`config.mk`:
```
export PLATFORM = sky130hd
export DESIGN_NAME = rgb_to_hsv_8bit
export DESIGN_NICKNAME = d
export VERILOG_FILES = /design/src/design/rhsv_pkg.sv /design/src/design/rhsv_front.sv /design/src/design/rhsv_cell.sv /design/src/design/rgb_to_hsv_8bit.sv
export SDC_FILE = /design/constraint.sdc
export NUM_CORES = 1
export LEC_CHECK = 0
export BUFFER_PORTS_ARGS = -buffer_cell sky130_fd_sc_hd__buf_2
export CAP_MARGIN = 20
export CORE_MARGIN = 2
export CORE_UTILIZATION = 45
export CTS_BUF_LIST = sky130_fd_sc_hd__clkbuf_8 sky130_fd_sc_hd__clkbuf_16
export CTS_CLUSTER_DIAMETER = 120
export DETAILED_ROUTE_END_ITERATION = 8
export PLACE_DENSITY = 0.61
export REMOVE_ABC_BUFFERS = 1
export SYNTH_ARGS = -nofsm -noshare
export SYNTH_HDL_FRONTEND = slang
export SYNTH_SLANG_ARGS = --single-unit
export TNS_END_PERCENT = 20
```
`constraint.sdc`:
```
create_clock -name clock -period 14.1 [get_ports clock]
set_input_delay 1.41 -clock clock [delete_from_list [all_inputs] [get_ports clock]]
set_output_delay 1.41 -clock clock [all_outputs]
set_load 0.05 [all_outputs]
```
`src/design/rhsv_pkg.sv`:
```
// Shared types, constants and the divider step for the RGB to HSV converter.
// No dependencies.
package rhsv_pkg;

   localparam int unsigned CHAN_W = 8;
   localparam int unsigned QUO_W = 8;
   localparam int unsigned NUM_CELLS = QUO_W;
   localparam int unsigned REM_W = 2 * CHAN_W;
   localparam int unsigned DVS_W = CHAN_W + QUO_W - 1;

   localparam logic [CHAN_W-1:0] HUE_STEP = 8'd43;
   localparam logic [CHAN_W-1:0] BASE_RED = 8'd0;
   localparam logic [CHAN_W-1:0] BASE_GREEN = 8'd85;
   localparam logic [CHAN_W-1:0] BASE_BLUE = 8'd171;

   typedef struct packed {
      logic [REM_W-1:0] rem;
      logic [DVS_W-1:0] dvs;
      logic [QUO_W-1:0] quo;
   } rhsv_div_type;

   typedef struct packed {
      rhsv_div_type sat;
      rhsv_div_type hue;
      logic [CHAN_W-1:0] base;
      logic neg;
      logic grey;
      logic [CHAN_W-1:0] brightness;
   } rhsv_work_type;

   // one restoring step: try the shifted divisor, record a quotient bit
   function automatic rhsv_div_type rhsv_div_step(rhsv_div_type d);
      rhsv_div_type r;
      logic [REM_W-1:0] dvs_ext;
      dvs_ext = {1'b0, d.dvs};
      r = d;
      r.dvs = d.dvs >> 1;
      if (d.rem >= dvs_ext) begin
         r.rem = d.rem - dvs_ext;
         r.quo = {d.quo[QUO_W-2:0], 1'b1};
      end else begin
         r.quo = {d.quo[QUO_W-2:0], 1'b0};
      end
      return r;
   endfunction

endpackage

```
`src/design/rhsv_front.sv`:
```
// Input stage: max/min, sector pick and divider operand setup, registered.
// Depends on rhsv_pkg.
module rhsv_front (
   input  logic clock,
   input  logic reset,
   input  logic in_valid,
   output logic in_ready,
   input  logic [rhsv_pkg::CHAN_W-1:0] red,
   input  logic [rhsv_pkg::CHAN_W-1:0] green,
   input  logic [rhsv_pkg::CHAN_W-1:0] blue,
   output logic out_valid,
   input  logic out_ready,
   output rhsv_pkg::rhsv_work_type out_data
);
   import rhsv_pkg::*;

   logic valid_ff;
   rhsv_work_type data_ff, data_in;
   logic [CHAN_W-1:0] mx, mn, spread, p, n, d, base;
   logic neg;
   logic [13:0] hue_num;

   always_comb begin
      mx = (red > green) ? red : green;
      if (blue > mx) mx = blue;
      mn = (red < green) ? red : green;
      if (blue < mn) mn = blue;
      spread = mx - mn;
      if (red == mx) begin
         p = green; n = blue; base = BASE_RED;
      end else if (green == mx) begin
         p = blue; n = red; base = BASE_GREEN;
      end else begin
         p = red; n = green; base = BASE_BLUE;
      end
      neg = p < n;
      d = neg ? (n - p) : (p - n);
      hue_num = 14'(d) * 14'(HUE_STEP);

      data_in.sat.rem = {spread, 8'd0} - {8'd0, spread};
      data_in.sat.dvs = {mx, 7'd0};
      data_in.sat.quo = '0;
      data_in.hue.rem = {2'b00, hue_num};
      data_in.hue.dvs = {spread, 7'd0};
      data_in.hue.quo = '0;
      data_in.base = base;
      data_in.neg = neg;
      data_in.grey = (spread == '0);
      data_in.brightness = mx;
   end

   assign in_ready = !valid_ff || out_ready;

   always_ff @(posedge clock) begin
      if (reset) begin
         valid_ff <= 1'b0;
      end else if (in_ready) begin
         valid_ff <= in_valid;
      end
   end

   always_ff @(posedge clock) begin
      if (in_ready && in_valid) begin
         data_ff <= data_in;
      end
   end

   assign out_valid = valid_ff;
   assign out_data = data_ff;

endmodule

```
`src/design/rhsv_cell.sv`:
```
// Divider cell: one quotient bit for both saturation and hue per stage.
// Depends on rhsv_pkg.
module rhsv_cell (
   input  logic clock,
   input  logic reset,
   input  logic in_valid,
   output logic in_ready,
   input  rhsv_pkg::rhsv_work_type in_data,
   output logic out_valid,
   input  logic out_ready,
   output rhsv_pkg::rhsv_work_type out_data
);
   import rhsv_pkg::*;

   logic valid_ff;
   rhsv_work_type data_ff, data_in;

   always_comb begin
      data_in = in_data;
      data_in.sat = rhsv_div_step(in_data.sat);
      data_in.hue = rhsv_div_step(in_data.hue);
   end

   assign in_ready = !valid_ff || out_ready;

   always_ff @(posedge clock) begin
      if (reset) begin
         valid_ff <= 1'b0;
      end else if (in_ready) begin
         valid_ff <= in_valid;
      end
   end

   always_ff @(posedge clock) begin
      if (in_ready && in_valid) begin
         data_ff <= data_in;
      end
   end

   assign out_valid = valid_ff;
   assign out_data = data_ff;

endmodule

```
`src/design/rgb_to_hsv_8bit.sv`:
```
// RGB to HSV converter, 8 bits per channel: setup stage, a chain of divider
// cells (one quotient bit each) and a registered output. Depends on rhsv_pkg,
// rhsv_front and rhsv_cell. Stages: setup, 8 divider cells, output register.
// Throughput: one transaction per cycle; every stage has its own valid and
// stalls only when the stage after it is full and held.
// Reset: synchronous, clears all stage valids; no data is cleared.
module rgb_to_hsv_8bit (
   input  logic clock,
   input  logic reset,
   input  logic req_tvalid,
   output logic req_tready,
   input  logic [23:0] req_tdata,   // red[7:0], green[15:8], blue[23:16]
   output logic rsp_tvalid,
   input  logic rsp_tready,
   output logic [23:0] rsp_tdata    // hue[7:0], saturation[15:8], brightness[23:16]
);
   import rhsv_pkg::*;

   logic [NUM_CELLS:0] vld;
   logic [NUM_CELLS:0] rdy;
   rhsv_work_type work [NUM_CELLS+1];

   logic rsp_valid_ff;
   logic [CHAN_W-1:0] hue_ff, sat_ff, bright_ff;
   logic [CHAN_W-1:0] hue_in, sat_in;
   rhsv_work_type last;

   rhsv_front u_front (
      .clock     (clock),
      .reset     (reset),
      .in_valid  (req_tvalid),
      .in_ready  (req_tready),
      .red       (req_tdata[7:0]),
      .green     (req_tdata[15:8]),
      .blue      (req_tdata[23:16]),
      .out_valid (vld[0]),
      .out_ready (rdy[0]),
      .out_data  (work[0])
   );

   for (genvar k = 0; k < NUM_CELLS; k++) begin : g_cell
      rhsv_cell u_cell (
         .clock     (clock),
         .reset     (reset),
         .in_valid  (vld[k]),
         .in_ready  (rdy[k]),
         .in_data   (work[k]),
         .out_valid (vld[k+1]),
         .out_ready (rdy[k+1]),
         .out_data  (work[k+1])
      );
   end

   assign last = work[NUM_CELLS];
   assign rdy[NUM_CELLS] = !rsp_valid_ff || rsp_tready;

   always_comb begin
      if (last.grey) begin
         hue_in = '0;
         sat_in = '0;
      end else begin
         hue_in = last.neg ? (last.base - last.hue.quo) : (last.base + last.hue.quo);
         sat_in = last.sat.quo;
      end
   end

   always_ff @(posedge clock) begin
      if (reset) begin
         rsp_valid_ff <= 1'b0;
      end else if (rdy[NUM_CELLS]) begin
         rsp_valid_ff <= vld[NUM_CELLS];
      end
   end

   always_ff @(posedge clock) begin
      if (rdy[NUM_CELLS] && vld[NUM_CELLS]) begin
         hue_ff <= hue_in;
         sat_ff <= sat_in;
         bright_ff <= last.brightness;
      end
   end

   assign rsp_tvalid = rsp_valid_ff;
   assign rsp_tdata = {bright_ff, sat_ff, hue_ff};

   // zero saturation only for grey pixels, which carry zero hue
   a_grey_hue: assert property (@(posedge clock) disable iff (reset)
      rsp_tvalid && (rsp_tdata[15:8] == 8'd0) |-> rsp_tdata[7:0] == 8'd0)
      else $error("nonzero hue with zero saturation");

   // hue step quotient never exceeds one sector width
   a_hue_quo: assert property (@(posedge clock) disable iff (reset)
      vld[NUM_CELLS] && !last.grey |-> last.hue.quo <= QUO_W'(HUE_STEP))
      else $error("hue quotient out of range");

   // a black pixel carries zero hue and saturation
   a_dark: assert property (@(posedge clock) disable iff (reset)
      rsp_tvalid && (rsp_tdata[23:16] == 8'd0) |-> rsp_tdata[15:0] == 16'd0)
      else $error("color on a black pixel");

   a_reset: assert property (@(posedge clock)
      reset |=> !rsp_tvalid)
      else $error("result valid right after reset");

endmodule
```
After elaboration in Yosys (flattened, before gate mapping)
Cells that the tools add are included.
- multipliers: 1
- reduce and logical (&&, ||, !) cells: 31
- div/mod/pow operators: 0
- shifts and indexed selects: 0
- bitwise operators: 0
- muxes and demuxes: 41
- equal/unequal tests: 2
- add/subtract/negate cells: 20
- order comparisons: 21
- operators by type and width (kind ; count):
    $mux W16 ; 13
    $mux W8 ; 11
    $ge A16 B10 Y1 ; 2
    $ge A16 B11 Y1 ; 2
    $ge A16 B12 Y1 ; 2
    $ge A16 B13 Y1 ; 2
    $ge A16 B14 Y1 ; 2
    $ge A16 B8 Y1 ; 2
    $ge A16 B9 Y1 ; 2
    $sub A16 B10 Y16 ; 2
    $sub A16 B11 Y16 ; 2
    $sub A16 B12 Y16 ; 2
    $sub A16 B13 Y16 ; 2
    $sub A16 B14 Y16 ; 2
    $sub A16 B9 Y16 ; 2
    $sub A8 B8 Y8 ; 4
    $lt A8 B8 Y1 ; 3
    $eq A8 B8 Y1 ; 2
    $ge A16 B15 Y1 ; 1
    $gt A8 B8 Y1 ; 2
    $mux W1 ; 16
    $sub A14 B15 Y16 ; 1
    $sub A16 B15 Y16 ; 1
    $sub A16 B8 Y16 ; 1
    other kinds (8) ; 35
- word-level logic and storage cells: 206
- memory bits (writable): 0
- output and inout port bits: 26
- memories: 0
- input port bits: 28
- latch bits: 0
- flip-flop bits (word level): 586
- ROM bits: 0

Logic depth before layout (Yosys ltp)
- word-level depth: 12
- mapped depth: 49
- gate-level depth less buffers: 45

Modules after synthesis
From an unflattened synthesis, not the netlist that was laid out.
- cell total of the unflattened synthesis: 4070
- area total of the unflattened synthesis: 47893.4 um2
- modules (own cells, without submodules) (module ; area each (um2) ; cells an instance ; sequential area each (um2) ; instances):
    rhsv_cell (g_cell[5].u_cell ...) ; 5096.1 ; 416 ; 2842.7 ; 3
    rhsv_cell (g_cell[2].u_cell ...) ; 5069.9 ; 423 ; 2842.7 ; 3
    rhsv_front ; 5839.4 ; 612 ; 1521.5 ; 1
    rhsv_cell (g_cell[0].u_cell) ; 5133.7 ; 413 ; 2842.7 ; 1
    rhsv_cell (g_cell[1].u_cell) ; 5112.4 ; 420 ; 2842.7 ; 1
    rgb_to_hsv_8bit ; 1310.0 ; 108 ; 740.7 ; 1

Least setup slack after synthesis
OpenSTA, ideal clock, no wires.
- path kind: in2reg
- start: input port req_tdata[13]
- end: register u_front.data_ff, in the netlist u_front.out_data[54], data pin
- setup slack: 3.730 ns
- cell stages on the path: 47
- setup time: 0.258 ns
- required time: 13.842 ns
- arrival time: 10.113 ns
- buffers on the path: 4
- path through: clkbuf_1 > inv_1 > ha_1 > a211o_1 > o211ai_2 > nand3_2 > nand2_1 > buf_2 > mux2i_1 > ha_1 > nor2b_4 > o211ai_2 > a21oi_2 > o22ai_4 > nor2_1 > or3_1 > a21o_1 > buf_6 > (+11 left out) > a221o_1 > a21oi_1 > o221ai_1 > xor2_1 > ha_1 > inv_1 > fa_1 > fa_1 > inv_1 > ha_1 > a21oi_1 > o21bai_1 > a21oi_1 > o21bai_1 > a21oi_1 > o21bai_1 > a21oi_1 > xnor2_1
- RTL lines (element ; line ; RTL):
    from (decl) ; rgb_to_hsv_8bit.sv:12 ; input logic [23:0] req_tdata,
    to (signal assigned) ; rhsv_front.sv:64 ; data_ff <= data_in;
    to (decl) ; rhsv_front.sv:18 ; rhsv_work_type data_ff, data_in;

==> impl_metrics.toml <==
[status]
outcome = "finished clean"

[logic_synthesis]
synth_ff_type = "edfxtp_1"
async_flop_share_pct = 0
yosys-top-cells-area = "edfxtp_1 (56%), ha_1 (9.6%), xnor2_1 (3.5%)"
yosysSeqAreaShare_pct = 56.6
ys_types = 81
syn-cell-area_sq_um = 28100
yosys.area.top_type = "edfxtp_1"
synth_common_cells = "edfxtp_1 (523), inv_1 (241), ha_1 (215)"
syn_inst = 2274
yosysWarnings = 0
synth_most_common_cell = "edfxtp_1"
syn-mean-instance-area_sq_um = 12.4
netlist.area_leader.share_pct = 55.9
synth_edf_count = 523
ys_seq_elements = 533

[global_route]
track_usage_pct = 15.7
grt_pass1_vias = 16900
grt_first_pass_wirelength_um = 82400
antenna_found_initial = 0
overflow = 0
grt_start_max_net_pins = 67

[route]
ant_nets = 0
drtIter0Drc = 711
drc = 0
finalWirelength_um = 49100
vias = 16500
wire_per_inst_um = 15.2
dr.pass1.iters = 5
via_per_inst = 5.10

[timing]
slew_violations = 0
fmax_mhz = 86.7
tightest_slew_ns = 0.932
skew_ns = 0.00903
slew_headroom_pct = 37.8
setup_viol = 0
setup_tns_ns = 0
finalCriticalPeriod_ns = 11.53
finalHoldViolCount = 0
rsz0062_at_grt = "no"
min_period_over_period_pct = 81.8

[floorplanning]
initial_core_util_pct = 45.5
design.die.area_sq_um = 64500
fp-row-count = 91
core_area_sq_um = 61700
die_w_um = 254
die_h_um = 254
io_pins = 54

[worst_setup_path]
worstSetupEndpointType = "register"
ff2ff_path_depth = 12
required_ns = 14.44
max_stage_delay_ns = 0.58
critPathKind = "in2reg"
r2r_start = "g_cell[4].u_cell.out_data[80]$_DFFE_PP_"
crit_path_start = "req_tdata[13]"
cp_max_fo = 26
crit_path_start_kind = "input port"
r2r_end = "g_cell[5].u_cell.out_data[55]$_DFFE_PP_"
worst-r2r-setup-slack_ns = 10.70
crit_end = "u_front.out_data[54]$_DFFE_PP_"
cp.arrival_ns = 11.87
critPathSlowestCell = "o22ai_4"

[finish]
fillers = 5270
syn2layout_area_growth_pct = 10.5
drive_above_1_share_pct = 9.29
ff_latch_area_sq_um = 15900
final_util_pct = 50.3
nets = 2619
diodes = 0
multi_input_area_sq_um = 11200

[clock_tree]
ctsResizeCount = 0
clkSinkCount = 533
cts_hold_buffers = 0
clk_path_buf_depth = 3
clk_latency_ns = 0.59
root_buffer = "clkbuf_16"
cts-buffers-inserted = 52
clk_pin_slew_worst_paths_ns = 0.06
htreeDepth = 2
cts_tree = "done"
postCtsSetupRepairBufs = 0

[power_and_ir_drop]
power.density_nw_per_um2 = 185
leakage_uw = 0.0121
total_power_uw = 5740
ir_drop_mv = 0.272

[min_path]
hp-class = "reg2reg"
hp-start = "g_cell[4].u_cell.out_data[59]$_DFFE_PP_"

[placement]
dpl.hpwl_um = 37200
port_buffers = 53
gp_congestion = 0.851

[run]
max-cap-violations = 0
[per-layer routing]
| layer | global-route usage, % | vias up | part of all wire [%] |
|---|---|---|---|
| met5 | 0 | - | 0 |
| met4 | 6.08 | 0 | 3.6 |
| met3 | 2.34 | 90 | 3.1 |
| met2 | 29.3 | 226 | 52 |
| met1 | 18.0 | 7785 | 42 |
| li1 | - | 8361 | - |
[state kept, by name, indices dropped and copies added (netlist names)]
signal and count:
bright_ff 8, g_cell.u_cell.out_data 449, g_cell.u_cell.out_valid 8, hue_ff 8, rsp_tvalid 1, sat_ff 8, u_front.out_data 50, u_front.out_valid 1
[critical path: cells and delay by family]
kind                       cells  cell delay [ns]
buffers and inverters          5             0.44
muxes                          4             1.18
xor gates and xnor gates       2             0.42
AOI/OAI and AO/OA             20             4.18
and+or+nand+nor                6             1.80
adders and majority gates      8             2.42
[where the power goes]
| group | switching [uW] | internal [uW] | leakage [uW] | total (uW) |
|---|---|---|---|---|
| Combinational | 1270 | 1040 | 0.00649 | 2320 |
| Sequential | 70.1 | 2040 | 0.00478 | 2110 |
| Clock | 558 | 752 | 0.000810 | 1310 |
[kinds of logic after synthesis]
| family | after synthesis | share of synthesized area, % |
|---|---|---|
| adders and majority gates | 242 | 11.5 |
| AOI/OAI and AO/OA | 417 | 9.43 |
| muxes | 94 | 3.63 |
| and+or+nand+nor | 533 | 9.63 |
| xor gates and xnor gates | 170 | 5.30 |
| DFF | 533 | 56.6 |
| buffers and inverters | 285 | 3.93 |
[worst min path at each step]
stage / endpoint / cells past startpoint
after detailed placement: g_cell[1].u_cell.out_data[8]$_DFFE_PP_ / 0
after global routing: g_cell[5].u_cell.out_data[22]$_DFFE_PP_ / 0
after global placement: g_cell[7].u_cell.out_data[58]$_DFFE_PP_ / 0
after floorplan: bright_ff[0]$_DFFE_PP_ / 0
final: g_cell[5].u_cell.out_data[60]$_DFFE_PP_ / 0
after CTS: g_cell[5].u_cell.out_data[60]$_DFFE_PP_ / 0
[stage by stage]
| stage | cells | hold slack, ns | cell area [sq um] | worst slack [ns] |
|---|---|---|---|---|
| 2_1_floorplan | 2230 | 0.400 | 27900 | 3.37 |
| 3_3_place_gp | 3130 | 0.402 | 29400 | 2.20 |
| 3_5_place_dp | 3130 | 0.405 | 29400 | 2.01 |
| 4_1_cts | 3225 | 0.405 | 31000 | 2.62 |
| 5_1_grt | 3227 | 0.420 | 31000 | 1.76 |
| 6_report | 3227 | 0.413 | 31000 | 2.57 |
[layout by cell type, fill, tap and decap left out, types with 59 or more instances in the layout]
cell / Yosys / final
inv_1: 241 / 249
xnor2_1: 111 / 111
o21ai_0: 80 / 80
nor2_1: 173 / 173
xor2_1: 59 / 59
nand2_1: 105 / 105
a21oi_1: 138 / 138
ha_1: 215 / 215
edfxtp_1: 523 / 523
[cell type report]
| cell class | count | share of cell area [%] |
|---|---|---|
| well taps | 837 | 3.37 |
| clock buffers | 53 | 4.27 |
| flip-flops and latches | 533 | 51.2 |
| repair buffers | 65 | 1.18 |
| multi-input cells | 1456 | 36.1 |
| clock inverters | 42 | 0.963 |
| inverters | 241 | 2.91 |
Note: power is estimated with default switching activity, not from simulation.
